--- src/rtl/core/tfrm_pkg.sv ---
package tfrm_pkg;

  localparam int NUM_FANS_DEF = 4;

  localparam int OP_W    = 2;
  localparam int CH_W    = 3;
  localparam int STAMP_W = 16;
  localparam int RATE_W  = 16;
  localparam int IPL_W   = 16;
  localparam int STAT_W  = 2;
  localparam int DIV_W   = 32;
  localparam int DIV_CNT_W = $clog2(DIV_W);

  localparam logic [OP_W-1:0] OP_CAPTURE = 2'd0;
  localparam logic [OP_W-1:0] OP_WINDOW  = 2'd1;
  localparam logic [OP_W-1:0] OP_READ    = 2'd2;

  localparam logic [STAT_W-1:0] STATUS_START = 2'd2;
  localparam logic [IPL_W-1:0]  IPL_RESET    = 16'd169;
  localparam logic [DIV_W-1:0]  FAN_NUM      = 32'd7500000;
  localparam logic [DIV_W-1:0]  FLOW_NUM     = 32'd450000000;
  localparam logic [RATE_W-1:0] RATE_MAX     = 16'hFFFF;
  localparam logic [DIV_CNT_W-1:0] DIV_CNT_LAST = DIV_CNT_W'(DIV_W - 1);

  localparam int QUEUE_DEPTH = 2;

  typedef struct packed {
    logic [OP_W-1:0]    op;
    logic [CH_W-1:0]    channel;
    logic [STAMP_W-1:0] stamp;
  } tfrm_in_t;

  typedef struct packed {
    logic [CH_W-1:0]   chan_out;
    logic [RATE_W-1:0] rate;
    logic              saturated;
  } tfrm_out_t;

  // read request handed from front to back
  typedef struct packed {
    logic [CH_W-1:0]    chan_out;
    logic               ok;
    logic               flow;
    logic [STAMP_W-1:0] period;
    logic [IPL_W-1:0]   ipl;
  } tfrm_req_t;

  typedef enum logic [1:0] {
    B_IDLE,
    B_MUL,
    B_DIV,
    B_DONE
  } tfrm_back_state_t;

endpackage

--- src/rtl/core/tfrm_front.sv ---
module tfrm_front #(
  parameter int NUM_FANS = tfrm_pkg::NUM_FANS_DEF
) (
  input  logic                            clk,
  input  logic                            rst_n,
  input  logic                            push,
  input  tfrm_pkg::tfrm_in_t              in_data,
  input  logic                            req_full,
  output logic                            req_push,
  output tfrm_pkg::tfrm_req_t             req_data,
  input  logic                            cfg_we,
  input  logic [tfrm_pkg::IPL_W-1:0]      cfg_wdata
);

  localparam int NCH   = NUM_FANS + 1;
  localparam int IDX_W = $clog2(NCH);
  localparam int EXT_W = (IDX_W > tfrm_pkg::CH_W) ? IDX_W : tfrm_pkg::CH_W;

  logic [tfrm_pkg::STAMP_W-1:0] last_stamp_r [NCH];
  logic [tfrm_pkg::STAMP_W-1:0] last_stamp_nxt [NCH];
  logic [tfrm_pkg::STAMP_W-1:0] period_r [NCH];
  logic [tfrm_pkg::STAMP_W-1:0] period_nxt [NCH];
  logic [tfrm_pkg::STAT_W-1:0]  edge_r [NCH];
  logic [tfrm_pkg::STAT_W-1:0]  edge_nxt [NCH];
  logic [tfrm_pkg::STAT_W-1:0]  latched_r [NCH];
  logic [tfrm_pkg::STAT_W-1:0]  latched_nxt [NCH];
  logic [tfrm_pkg::IPL_W-1:0]   ipl_r;
  logic [tfrm_pkg::IPL_W-1:0]   ipl_nxt;

  logic             accept;
  logic [EXT_W:0]   ch_ext;
  logic             ch_ok;
  logic [IDX_W-1:0] idx;

  assign accept = push && !req_full;
  assign ch_ext = (EXT_W+1)'(in_data.channel);
  assign ch_ok  = ch_ext < (EXT_W+1)'(NCH);
  assign idx    = ch_ok ? ch_ext[IDX_W-1:0] : '0;

  assign ipl_nxt = cfg_we ? cfg_wdata : ipl_r;

  always_comb begin
    last_stamp_nxt = last_stamp_r;
    period_nxt     = period_r;
    edge_nxt       = edge_r;
    latched_nxt    = latched_r;
    if (accept) begin
      unique case (in_data.op)
        tfrm_pkg::OP_CAPTURE: begin
          if (ch_ok) begin
            if (edge_r[idx] < tfrm_pkg::STATUS_START) begin
              period_nxt[idx] = in_data.stamp - last_stamp_r[idx];
            end
            last_stamp_nxt[idx] = in_data.stamp;
            if (edge_r[idx] != '0) begin
              edge_nxt[idx] = edge_r[idx] - 1'b1;
            end
          end
        end
        tfrm_pkg::OP_WINDOW: begin
          for (int i = 0; i < NCH; i++) begin
            latched_nxt[i] = edge_r[i];
            edge_nxt[i]    = tfrm_pkg::STATUS_START;
          end
        end
        default: begin
        end
      endcase
    end
  end

  assign req_push          = accept && (in_data.op == tfrm_pkg::OP_READ);
  assign req_data.chan_out = in_data.channel;
  assign req_data.ok       = ch_ok && (latched_r[idx] == '0);
  assign req_data.flow     = (idx == '0);
  assign req_data.period   = period_r[idx];
  assign req_data.ipl      = ipl_r;

  always_ff @(posedge clk) begin
    if (!rst_n) begin
      for (int i = 0; i < NCH; i++) begin
        last_stamp_r[i] <= '0;
        period_r[i]     <= '0;
        edge_r[i]       <= tfrm_pkg::STATUS_START;
        latched_r[i]    <= tfrm_pkg::STATUS_START;
      end
      ipl_r <= tfrm_pkg::IPL_RESET;
    end else begin
      last_stamp_r <= last_stamp_nxt;
      period_r     <= period_nxt;
      edge_r       <= edge_nxt;
      latched_r    <= latched_nxt;
      ipl_r        <= ipl_nxt;
    end
  end

endmodule

--- src/rtl/core/tfrm_fifo.sv ---
module tfrm_fifo (
  input  logic                clk,
  input  logic                rst_n,
  input  logic                push,
  input  tfrm_pkg::tfrm_req_t push_data,
  output logic                full,
  input  logic                pop,
  output logic                empty,
  output tfrm_pkg::tfrm_req_t head
);

  localparam int DEPTH = tfrm_pkg::QUEUE_DEPTH;
  localparam int PTR_W = (DEPTH > 1) ? $clog2(DEPTH) : 1;
  localparam int CNT_W = $clog2(DEPTH + 1);

  tfrm_pkg::tfrm_req_t mem_r [DEPTH];
  logic [PTR_W-1:0]    wr_ptr_r, wr_ptr_nxt;
  logic [PTR_W-1:0]    rd_ptr_r, rd_ptr_nxt;
  logic [CNT_W-1:0]    cnt_r, cnt_nxt;
  logic                do_push, do_pop;

  assign full    = (cnt_r == CNT_W'(DEPTH));
  assign empty   = (cnt_r == '0);
  assign do_push = push && !full;
  assign do_pop  = pop && !empty;
  assign head    = mem_r[rd_ptr_r];

  always_comb begin
    wr_ptr_nxt = wr_ptr_r;
    rd_ptr_nxt = rd_ptr_r;
    cnt_nxt    = cnt_r;
    if (do_push) begin
      wr_ptr_nxt = (wr_ptr_r == PTR_W'(DEPTH - 1)) ? '0 : wr_ptr_r + 1'b1;
    end
    if (do_pop) begin
      rd_ptr_nxt = (rd_ptr_r == PTR_W'(DEPTH - 1)) ? '0 : rd_ptr_r + 1'b1;
    end
    if (do_push && !do_pop) begin
      cnt_nxt = cnt_r + 1'b1;
    end else if (do_pop && !do_push) begin
      cnt_nxt = cnt_r - 1'b1;
    end
  end

  always_ff @(posedge clk) begin
    if (do_push) begin
      mem_r[wr_ptr_r] <= push_data;
    end
  end

  always_ff @(posedge clk) begin
    if (!rst_n) begin
      wr_ptr_r <= '0;
      rd_ptr_r <= '0;
      cnt_r    <= '0;
    end else begin
      wr_ptr_r <= wr_ptr_nxt;
      rd_ptr_r <= rd_ptr_nxt;
      cnt_r    <= cnt_nxt;
    end
  end

endmodule

--- src/rtl/core/tfrm_back.sv ---
module tfrm_back (
  input  logic                clk,
  input  logic                rst_n,
  input  logic                req_empty,
  input  tfrm_pkg::tfrm_req_t req_head,
  output logic                req_pop,
  output logic                empty,
  input  logic                pop,
  output tfrm_pkg::tfrm_out_t out_data
);

  localparam int DW = tfrm_pkg::DIV_W;

  tfrm_pkg::tfrm_back_state_t state_r, state_nxt;
  tfrm_pkg::tfrm_req_t        req_r, req_nxt;
  logic [DW-1:0]              den_r, den_nxt;
  logic [DW-1:0]              rem_r, rem_nxt;
  logic [DW-1:0]              quo_r, quo_nxt;
  logic [tfrm_pkg::DIV_CNT_W-1:0] cnt_r, cnt_nxt;
  logic                       out_valid_r, out_valid_nxt;
  tfrm_pkg::tfrm_out_t        out_r, out_nxt;

  logic        ld_div, div_step, wr_out;
  logic [DW:0] rem_sh;
  logic        ge;
  tfrm_pkg::tfrm_out_t result;

  always_comb begin
    state_nxt = state_r;
    unique case (state_r)
      tfrm_pkg::B_IDLE: begin
        if (!req_empty) begin
          state_nxt = tfrm_pkg::B_MUL;
        end
      end
      tfrm_pkg::B_MUL: begin
        state_nxt = tfrm_pkg::B_DIV;
      end
      tfrm_pkg::B_DIV: begin
        if (cnt_r == tfrm_pkg::DIV_CNT_LAST) begin
          state_nxt = tfrm_pkg::B_DONE;
        end
      end
      tfrm_pkg::B_DONE: begin
        if (!out_valid_r || pop) begin
          state_nxt = tfrm_pkg::B_IDLE;
        end
      end
      default: state_nxt = tfrm_pkg::B_IDLE;
    endcase
  end

  always_comb begin
    req_pop  = 1'b0;
    ld_div   = 1'b0;
    div_step = 1'b0;
    wr_out   = 1'b0;
    unique case (state_r)
      tfrm_pkg::B_IDLE: req_pop  = !req_empty;
      tfrm_pkg::B_MUL:  ld_div   = 1'b1;
      tfrm_pkg::B_DIV:  div_step = 1'b1;
      tfrm_pkg::B_DONE: wr_out   = !out_valid_r || pop;
      default: begin
      end
    endcase
  end

  // restoring divider, one quotient bit per cycle
  assign rem_sh = {rem_r, quo_r[DW-1]};
  assign ge     = rem_sh >= {1'b0, den_r};

  always_comb begin
    result.chan_out = req_r.chan_out;
    if (!req_r.ok) begin
      result.rate      = '0;
      result.saturated = 1'b0;
    end else if ((den_r == '0) || (quo_r[DW-1:tfrm_pkg::RATE_W] != '0)) begin
      result.rate      = tfrm_pkg::RATE_MAX;
      result.saturated = 1'b1;
    end else begin
      result.rate      = quo_r[tfrm_pkg::RATE_W-1:0];
      result.saturated = 1'b0;
    end
  end

  always_comb begin
    req_nxt = req_pop ? req_head : req_r;
    den_nxt = den_r;
    rem_nxt = rem_r;
    quo_nxt = quo_r;
    cnt_nxt = cnt_r;
    if (ld_div) begin
      den_nxt = req_r.flow ? DW'(req_r.period) * DW'(req_r.ipl)
                           : DW'({req_r.period, 1'b0});
      rem_nxt = '0;
      quo_nxt = req_r.flow ? tfrm_pkg::FLOW_NUM : tfrm_pkg::FAN_NUM;
      cnt_nxt = '0;
    end else if (div_step) begin
      rem_nxt = ge ? DW'(rem_sh - {1'b0, den_r}) : rem_sh[DW-1:0];
      quo_nxt = {quo_r[DW-2:0], ge};
      cnt_nxt = cnt_r + 1'b1;
    end
  end

  always_comb begin
    out_valid_nxt = out_valid_r;
    out_nxt       = out_r;
    if (wr_out) begin
      out_valid_nxt = 1'b1;
      out_nxt       = result;
    end else if (pop && out_valid_r) begin
      out_valid_nxt = 1'b0;
    end
  end

  assign empty    = !out_valid_r;
  assign out_data = out_r;

  always_ff @(posedge clk) begin
    req_r <= req_nxt;
    den_r <= den_nxt;
    rem_r <= rem_nxt;
    quo_r <= quo_nxt;
    cnt_r <= cnt_nxt;
    out_r <= out_nxt;
  end

  always_ff @(posedge clk) begin
    if (!rst_n) begin
      state_r     <= tfrm_pkg::B_IDLE;
      out_valid_r <= 1'b0;
    end else begin
      state_r     <= state_nxt;
      out_valid_r <= out_valid_nxt;
    end
  end

`ifndef NO_ASSERTIONS
  a_pop_only_idle: assert property (@(posedge clk) disable iff (!rst_n)
    req_pop |-> (state_r == tfrm_pkg::B_IDLE) && !req_empty)
    else $error("request dequeued outside idle");

  a_mul_to_div: assert property (@(posedge clk) disable iff (!rst_n)
    (state_r == tfrm_pkg::B_MUL) |=> (state_r == tfrm_pkg::B_DIV) && (cnt_r == '0))
    else $error("divider not started after multiply");

  a_div_count: assert property (@(posedge clk) disable iff (!rst_n)
    (state_r == tfrm_pkg::B_DIV) && (cnt_r != tfrm_pkg::DIV_CNT_LAST)
    |=> (state_r == tfrm_pkg::B_DIV) && (cnt_r == $past(cnt_r) + 1'b1))
    else $error("divider step count broken");

  a_sat_max: assert property (@(posedge clk) disable iff (!rst_n)
    out_valid_r && out_r.saturated |-> out_r.rate == tfrm_pkg::RATE_MAX)
    else $error("saturated result without full-scale rate");
`endif

endmodule

--- src/rtl/core/tach_flow_rate_meter_core.sv ---
// Channel  Handshake        Payload
// input    push / full      in_data   (op, channel, stamp)
// result   empty / pop      out_data  (chan_out, rate, saturated)
// config   cfg_we           cfg_wdata (impulses_per_liter)
//
// Capture and window-end requests finish in the cycle they are accepted.
// A read request passes through the divide engine as dequeue, multiply,
// 32 restoring divide steps, result write; reads are served one at a time.
// Up to two reads queue ahead of the divider; full rises when both are held,
// and a finished result waits in the output register until popped.
// Synchronous active-low reset; no clearing pass.
module tach_flow_rate_meter_core #(
  parameter int NUM_FANS = tfrm_pkg::NUM_FANS_DEF
) (
  input  logic                       clk,
  input  logic                       rst_n,
  input  logic                       push,
  output logic                       full,
  input  tfrm_pkg::tfrm_in_t         in_data,
  output logic                       empty,
  input  logic                       pop,
  output tfrm_pkg::tfrm_out_t        out_data,
  input  logic                       cfg_we,
  input  logic [tfrm_pkg::IPL_W-1:0] cfg_wdata
);

  logic                req_push;
  tfrm_pkg::tfrm_req_t req_data;
  logic                req_full;
  logic                req_pop;
  logic                req_empty;
  tfrm_pkg::tfrm_req_t req_head;

  assign full = req_full;

  tfrm_front #(
    .NUM_FANS (NUM_FANS)
  ) u_front (
    .clk       (clk),
    .rst_n     (rst_n),
    .push      (push),
    .in_data   (in_data),
    .req_full  (req_full),
    .req_push  (req_push),
    .req_data  (req_data),
    .cfg_we    (cfg_we),
    .cfg_wdata (cfg_wdata)
  );

  tfrm_fifo u_fifo (
    .clk       (clk),
    .rst_n     (rst_n),
    .push      (req_push),
    .push_data (req_data),
    .full      (req_full),
    .pop       (req_pop),
    .empty     (req_empty),
    .head      (req_head)
  );

  tfrm_back u_back (
    .clk       (clk),
    .rst_n     (rst_n),
    .req_empty (req_empty),
    .req_head  (req_head),
    .req_pop   (req_pop),
    .empty     (empty),
    .pop       (pop),
    .out_data  (out_data)
  );

endmodule
--- config.mk ---
export PLATFORM = sky130hd
export DESIGN_NAME = tach_flow_rate_meter_core
export DESIGN_NICKNAME = d
export VERILOG_FILES = /design/src/rtl/core/tfrm_pkg.sv /design/src/rtl/core/tfrm_front.sv /design/src/rtl/core/tfrm_fifo.sv /design/src/rtl/core/tfrm_back.sv /design/src/rtl/core/tach_flow_rate_meter_core.sv
export SDC_FILE = /design/constraint.sdc
export NUM_CORES = 1
export LEC_CHECK = 0
export BUFFER_PORTS_ARGS = -buffer_cell sky130_fd_sc_hd__buf_2
export CAP_MARGIN = 0
export CORE_ASPECT_RATIO = 0.8
export CORE_MARGIN = 2
export CORE_UTILIZATION = 40
export DETAILED_ROUTE_END_ITERATION = 8
export GPL_TIMING_DRIVEN = 0
export SLEW_MARGIN = 20
export SYNTH_ARGS = -nofsm -noshare
export SYNTH_HDL_FRONTEND = slang
export SYNTH_SLANG_ARGS = --single-unit
--- constraint.sdc ---
create_clock -name clk -period 12 [get_ports clk]
set_clock_uncertainty 0.1 [all_clocks]
set_input_delay 1.8 -clock clk [delete_from_list [all_inputs] [get_ports clk]]
set_output_delay 1.8 -clock clk [all_outputs]
set_load 0.005 [all_outputs]
==> impl_metrics.ini, run 1 <==
[logic_synthesis]
yosysWarnings = 0
synth_area_um2 = 28300
yosysMostFrequentCell = nand2_1
yosys_register_bits = 435
synthTopCellsByCount = nand2_1, inv_1, dfxtp_1
synth.top_cell.area_share = 0.207
synth_top_area_cell = edfxtp_1
synth.distinct_cells = 92
synthTopCellsByArea = edfxtp_1, dfxtp_1, fa_1, ha_1, nand2_1
ys_seq_area_frac = 0.377
async_flop_share = 0
syn_nets = 3342
synth_edf_count = 195
syn_area_per_cell_um2 = 9.61
synth_ff_type = dfxtp_1
postSynthCellCount = 2944

[worst_setup_path]
worstPathArrival_ps = 7830
worstSetupEndpointType = register
crit_fanout = 10
required_ps = 12310
cp-start-kind = register
worstSetupPathType = register to register

[cells_and_area]
area_growth_pct = 11.4
drive_gt1_frac = 0.0907
nets = 3460
antenna_cells = 0

[timing]
hold_viol = 0
tightest_slew_ps = 1020
finalSetupViolCount = 0
max_freq_mhz = 133
relSlewSlack = 0.320
rsz0062_at_grt = false
post-route-period-util = 0.627
final.setup.worst_slack_ps = 4480
fin_setup_tns_ps = 0
finalMaxSlewViolations = 0
fin_crit_ps = 7520

[min_path]
hold_class = register to register

[run_status]
status = finished clean

[clock_network]
ctsHoldBuffers = 0
clock_latency_ps = 620
numCtsBuffers = 48
path_clk_slew_ps = 60
post_cts_buffers = 0
cts_tree = built
cts_resized = 0
cts_root_buffer = clkbuf_16
cts.sinks = 435
clk_path_buf_depth = 3
h-tree-depth = 2

[global_routing]
track_usage = 0.212
antenna_found_initial = 4
overflow = 0
grt_pass1_wl_mm = 121
grt_start_max_net_pins = 34
grt_pass1_vias = 20900

[die]
row_count = 87
die-area_um2 = 72900
boundaryPins = 64
start_util = 0.403
die_w_um = 301
core_area_um2 = 70200
die_h_um = 242

[routing]
drt_iter0_markers = 1778
first_pass_iters = 5
drt-total-wl_mm = 77.1
vias = 21500
via_per_inst = 5.33
drt-wirelength-per-cell_um = 19.1
ant_nets = 0
route.detailed.drc = 0

[place]
gp_congestion = 0.899
place_ws_ps = 4630
portBuffers = 62
hpwl_mm = 58.2

[run]
drv_cap = 0
==> metal layers <==
layer  global-route usage  vias to the layer above  wire length (µm)
met5                    0                        -                 0
met4               0.0540                        0              1830
met3               0.0372                      110              6240
met2                0.308                      700             32400
met1                0.324                    10500             36600
li1                     -                    10200                 -
==> critical path, cell delays in order, from the launching register on <==
cell	delay, ps
edfxtp_1	790
clkbuf_1	610
nand2_1	180
fa_1	550
inv_1	60
fa_1	490
inv_1	50
fa_1	530
inv_1	50
fa_1	450
fa_1	510
inv_1	50
fa_1	560
inv_1	50
ha_1	370
a211oi_1	230
o21ai_0	150
o2111ai_1	190
o211ai_1	180
o21ai_1	290
o21ai_1	180
a221oi_1	390
mux2i_1	290
==> layout by cell type (no fill, tap or decap), types with 22 or more instances in the layout <==
| master | n |
|---|---|
| clkbuf_16 | 48 |
| nor2b_1 | 30 |
| buf_2 | 73 |
| and2_1 | 133 |
| xnor2_1 | 47 |
| mux2i_1 | 77 |
| dfxtp_1 | 240 |
| nand2b_1 | 22 |
| mux2_2 | 60 |
| inv_1 | 291 |
| clkbuf_1 | 119 |
| nand2_1 | 522 |
| edfxtp_1 | 195 |
| o21ai_0 | 100 |
| a211oi_1 | 34 |
| nand3_1 | 45 |
| nor2_1 | 145 |
| a21oi_1 | 195 |
| ha_1 | 158 |
| fa_1 | 196 |
==> kinds of logic after synthesis <==
group | after synthesis | synth area share
fa+ha+maj | 356 | 0.209
xor+xnor | 65 | 0.0201
mux | 137 | 0.0511
simple gates | 1021 | 0.168
flops | 435 | 0.377
buf+inv | 430 | 0.0601
compound gates | 500 | 0.115
==> state kept, by name, summed over array words and instances, names as in the netlist, 10 cells and up <==
name and cells:
u_front.edge_r 10, u_front.ipl_r 16, u_front.period_r 80, u_fifo.mem_r 74, u_front.last_stamp_r 80, u_back.den_r 32, u_back.out_data 20, u_back.req_r 37
u_front.latched_r 10, u_back.rem_r 32, u_back.quo_r 32
==> path summary, 6_finish.rpt <==
kind	from	slack, ps	endpoint	depth (start not counted)
setup / recovery	u_back.req_r[22]	4480	u_back.den_r[30]	22
hold / removal	u_front.ipl_r[2]	350	u_fifo.mem_r[1][2]	0
setup reg to reg	u_back.req_r[22]	4480	u_back.den_r[30]	22
hold reg to reg	u_front.ipl_r[2]	350	u_fifo.mem_r[1][2]	0
==> area by class of cell <==
type                            count  area (µm²)
Inverter                          295        1110
Multi-Input combinational cell   2079       15900
Clock inverter                     25         340
Sequential cell                   435       10700
Timing Repair Buffer               68         422
Clock buffer                       62        1280
Buffer                            135         592
Tap cell                          934        1170
Fill cell                        6773       38700
==> stage by stage <==
step                hold slack [ps]  instance area, µm²  utilization  cells
finish                          350               31500        0.449   4033
global route                    366               31500        0.449   4033
CTS                             352               31500        0.449   4033
detailed placement              342               29900        0.426   3946
global placement                339               29800        0.424   3940
floorplan                       300               28300            -   2944
Power of run 1 is not shown: default switching activity piles up to over one toggle a cycle in this logic, so the estimate is an artifact.
==> run 2: changes to the inputs <==
ABC_AREA = 1   (was default)
clock period = 7.8 ns   (was 12 ns; I/O delays follow)
==> run 2 against run 1 <==
Compared with the run above: worst hold slack got worse by 24 ps; sequential share of layout area decreased by 0.83 points; flip-flop and latch count unchanged; highest routed layer unchanged.
==> impl_metrics.ini, run 2 <==
[run_status]
status = finished clean

[timing]
finalMaxSlewViolations = 0
fin_crit_ps = 7410
finalSetupViolCount = 0
max_freq_mhz = 135
rsz0062_at_grt = false
relSlewSlack = 0.344
post-route-period-util = 0.950
tightest_slew_ps = 985
fin_setup_tns_ps = 0
hold_viol = 0

[clock_network]
numCtsBuffers = 44
cts.sinks = 435
clock_latency_ps = 600
post_cts_buffers = 0
cts_tree = built
ctsHoldBuffers = 0
cts_resized = 0
cts_root_buffer = clkbuf_16
clk_path_buf_depth = 3
path_clk_slew_ps = 60
h-tree-depth = 2

[logic_synthesis]
syn_nets = 4130
synth_area_um2 = 29400
synth_top_area_cell = edfxtp_1
synthTopCellsByCount = nand2_1, inv_1, nor2_1
yosysMostFrequentCell = nand2_1
yosys_register_bits = 435
synth_ff_type = dfxtp_1
synth.top_cell.area_share = 0.199
postSynthCellCount = 3732
syn_area_per_cell_um2 = 7.87
async_flop_share = 0
ys_seq_area_frac = 0.363
synthTopCellsByArea = edfxtp_1, dfxtp_1, fa_1, nand2_1, inv_1
synth_edf_count = 195
synth.distinct_cells = 48
yosysWarnings = 0

[routing]
ant_nets = 0
first_pass_iters = 6
drt-wirelength-per-cell_um = 17.4
route.detailed.drc = 0
drt-total-wl_mm = 83.8
vias = 24500
via_per_inst = 5.07
drt_iter0_markers = 2271

[cells_and_area]
biggestRegsByFlops = u_front.last_stamp_r x80, u_front.period_r x80, u_fifo.mem_r x74
nets = 4242
mostFrequentLayoutCells = nand2_1, inv_1, nor2_1, dfxtp_1, fa_1
final_common_cell = nand2_1
antenna_cells = 0
drive_gt1_frac = 0.0521
area_growth_pct = 10.0

[global_routing]
grt_start_max_net_pins = 38
grt_pass1_vias = 23300
grt_pass1_wl_mm = 132
track_usage = 0.223
overflow = 0
antenna_found_initial = 0

[min_path]
hold_class = register to register

[worst_setup_path]
rrSetupSlack_ps = 390
worstPathArrival_ps = 7630
critical_path.cell_chain = clkbuf_1, clkbuf_1, nand2_1, fa_1, fa_1, fa_1, fa_1, inv_1, fa_1, inv_1, fa_1, inv_1, ha_1, nand2_1, nor2_1, nand2_1, o211ai_1, nand2_1, o21ai_0, nand2_1, nand2_1, nor2_1
cp-start-kind = register
cp_slowest_cell = clkbuf_1
critical_path.max_stage_delay_ps = 700
worstSetupPathType = register to register
crit_fanout = 10
required_ps = 8020
worstSetupEndpointType = register

[run]
drv_cap = 0

[die]
start_util = 0.405
die_h_um = 246
row_count = 88
die_w_um = 307
core_area_um2 = 72400
boundaryPins = 64
die-area_um2 = 75600

[place]
portBuffers = 63
hpwl_mm = 65.4
gp_congestion = 0.952
-- run 2: worst paths after layout --
path,start,to,cells after the start
setup / recovery,u_back.req_r[26],u_back.den_r[20],22
hold / removal,u_back.req_r[36],u_back.out_data[19],0
setup reg to reg,u_back.req_r[26],u_back.den_r[20],22
hold reg to reg,u_back.req_r[36],u_back.out_data[19],0
-- run 2: metrics by stage --
step / hold WS [ps] / area [µm²] / instances / setup WS (ps) / util
6_report: 326 / 32300 / 4821 / 390 / 0.446
5_1_grt: 333 / 32300 / 4821 / 179 / 0.446
4_1_cts: 324 / 32300 / 4821 / 536 / 0.446
3_5_place_dp: 313 / 31000 / 4743 / 595 / 0.427
3_3_place_gp: 303 / 30900 / 4740 / 645 / 0.426
2_1_floorplan: 300 / 29400 / 3732 / 2020 / -
-- run 2: worst max-delay path: cells and delay by family, from the launching register on --
family	cells	cell delay [ps]
compound gates	2	770
fa+ha+maj	7	3390
buf+inv	5	1510
flops	1	320
simple gates	8	1050
-- run 2: routing by layer --
metal	up-vias	wire length, µm	global-route usage
met3	99	7420	0.0477
li1	12000	-	-
met5	-	0	0
met2	791	34400	0.327
met4	0	1700	0.0489
met1	11600	40300	0.335
-- run 2: cells by family (layout without fill, tap and decap cells) --
kind of cell / Yosys count / in the layout / share of synthesized area
flip-flops: 435 / 435 / 0.363
XOR/XNOR: 34 / 34 / 0.0101
AO/OA/AOI/OAI: 554 / 554 / 0.104
buffers and inverters: 836 / 980 / 0.110
adder cells (fa/ha/maj): 356 / 356 / 0.202
AND/OR/NAND/NOR: 1517 / 1517 / 0.211
-- run 2: layout make-up --
cell class                      count  area (µm²)
Buffer                            172         734
Fill cell                        7297       40100
Multi-Input combinational cell   2461       15500
Sequential cell                   435       10700
Inverter                          664        2500
Clock buffer                       64        1230
Clock inverter                     14         121
Timing Repair Buffer               66         375
Tap cell                          945        1180
Power of run 2 is left out for the same reason.
==> run 3: changes to the inputs <==
ABC_AREA = 0   (was 1)
CELL_PAD_IN_SITES_DETAIL_PLACEMENT = 1   (was default)
CELL_PAD_IN_SITES_GLOBAL_PLACEMENT = 1   (was default)
PLACE_DENSITY_LB_ADDON = 0.1   (was default)
==> run 3 against run 2 <==
Compared with the run above: worst hold slack better by 25 ps; register-to-register slack about the same; flip-flop and latch count unchanged; global-route usage up 2.5 points; routed wire length up 6.6%; sequential share of layout area up 0.70 points; clock-buffer cell count down 5; cell count down 16%; highest routed layer unchanged.
==> impl_metrics.ini, run 3 (same netlist as run 1, synthesis figures left out) <==
[die]
boundaryPins = 64
die-area_um2 = 72900
core_area_um2 = 70200
start_util = 0.403
die_h_um = 242
row_count = 87
die_w_um = 301

[routing]
vias = 22000
via_per_inst = 5.45
drt-wirelength-per-cell_um = 22.1
drt_iter0_markers = 1356
first_pass_iters = 5
ant_nets = 0
route.detailed.drc = 0
drt-total-wl_mm = 89.3

[cells_and_area]
nets = 3459
area_growth_pct = 11.9
final_common_cell = nand2_1
mostFrequentLayoutCells = nand2_1, inv_1, dfxtp_1, fa_1
drive_gt1_frac = 0.0945
fillers = 7905
biggestRegsByFlops = u_front.last_stamp_r x80, u_front.period_r x80, u_fifo.mem_r x74

[global_routing]
grt_start_max_net_pins = 34
grt_pass1_vias = 23200
overflow = 0
track_usage = 0.248
grt_pass1_wl_mm = 139
antenna_found_initial = 6

[worst_setup_path]
worstSetupEndpointType = register
critical_path.cell_chain = clkbuf_1, nand2_1, fa_1, fa_1, inv_1, fa_1, fa_1, fa_1, inv_1, fa_1, inv_1, ha_1, a211oi_1, o21ai_0, o2111ai_1, o211ai_1, o21ai_1, o21ai_1, a221oi_1, mux2i_1
cpMostUsedCell = fa_1
required_ps = 8090
critical_path.max_stage_delay_ps = 830
worstSetupPathType = register to register
cp_num_buf_inv = 4
cp_slowest_cell = edfxtp_1
cp-start-kind = register
crit_fanout = 10
cpLargestDelayFamily = adder cells
worstPathArrival_ps = 7700

[timing]
fin_crit_ps = 7400
rsz0062_at_grt = false
post-route-period-util = 0.949
relSlewSlack = 0.242
hold_slack_ps = 351
hold_viol = 0
finalSetupViolCount = 0
tightest_slew_ps = 1140
fin_setup_tns_ps = 0
finalMaxSlewViolations = 0
max_freq_mhz = 135

[clock_network]
numCtsBuffers = 49
cts_tree = built
cts_root_buffer = clkbuf_16
clock_latency_ps = 630
clk_path_buf_depth = 3
path_clk_slew_ps = 60
cts.sinks = 435
h-tree-depth = 2

[place]
portBuffers = 62
hpwl_mm = 69.2
gp_congestion = 0.853

[run]
drv_cap = 0

[run_status]
status = finished clean

[min_path]
hold_class = register to register
-- run 3: timing repair --
item / CTS / global route
setup buffers: 0 / 0
hold buffers: 0 / 0
resized for setup: 0 / 12
endpoints found under the setup margin: 0 / 3
-- run 3: final timing paths --
check,start,to,slack (ps),depth (start not counted)
worst max-delay path,u_back.req_r[18],u_back.den_r[30],400,20
worst min register to register,u_front.latched_r[4],u_front.latched_r[4],350,2
worst max register to register,u_back.req_r[18],u_back.den_r[30],400,20
worst min-delay path,u_front.latched_r[4],u_front.latched_r[4],350,2
-- run 3: layout make-up --
cell class	count	area, µm²	share of cell area
Multi-Input combinational cell	2079	15900	0.504
Sequential cell	435	10700	0.337
Clock buffer	59	1300	0.0412
Tap cell	934	1170	0.0369
Inverter	295	1110	0.0350
Buffer	135	599	0.0189
Clock inverter	33	470	0.0149
Timing Repair Buffer	66	382	0.0121
Antenna cell	2	5.00	0.000158
-- run 3: worst register-to-register path, delay by kind of cell, from the launching register on --
kind | cells | cell delay, ps
AOI/OAI and AO/OA | 7 | 1640
adders and majority gates | 7 | 3390
buffers and inverters | 4 | 760
DFF | 1 | 830
muxes | 1 | 300
and+or+nand+nor | 1 | 180
-- run 3: through the flow --
stage | std cells | worst slack [ps] | util | area, µm²
after floorplan | 2944 | 1590 | - | 28300
after global placement | 3940 | 444 | 0.424 | 29800
after detailed placement | 3944 | 390 | 0.425 | 29900
after CTS | 4036 | 327 | 0.450 | 31600
after global routing | 4036 | 9.40 | 0.451 | 31600
final | 4038 | 396 | 0.451 | 31600
-- run 3: layer usage --
| metal | vias up | GRT usage | wire [µm] |
|---|---|---|---|
| met3 | 122 | 0.0319 | 4760 |
| met4 | 0 | 0.0603 | 2060 |
| met5 | - | 0 | 0 |
| met2 | 496 | 0.382 | 39300 |
| li1 | 10200 | - | - |
| met1 | 11200 | 0.370 | 43300 |
Power of run 3 is left out for the same reason.
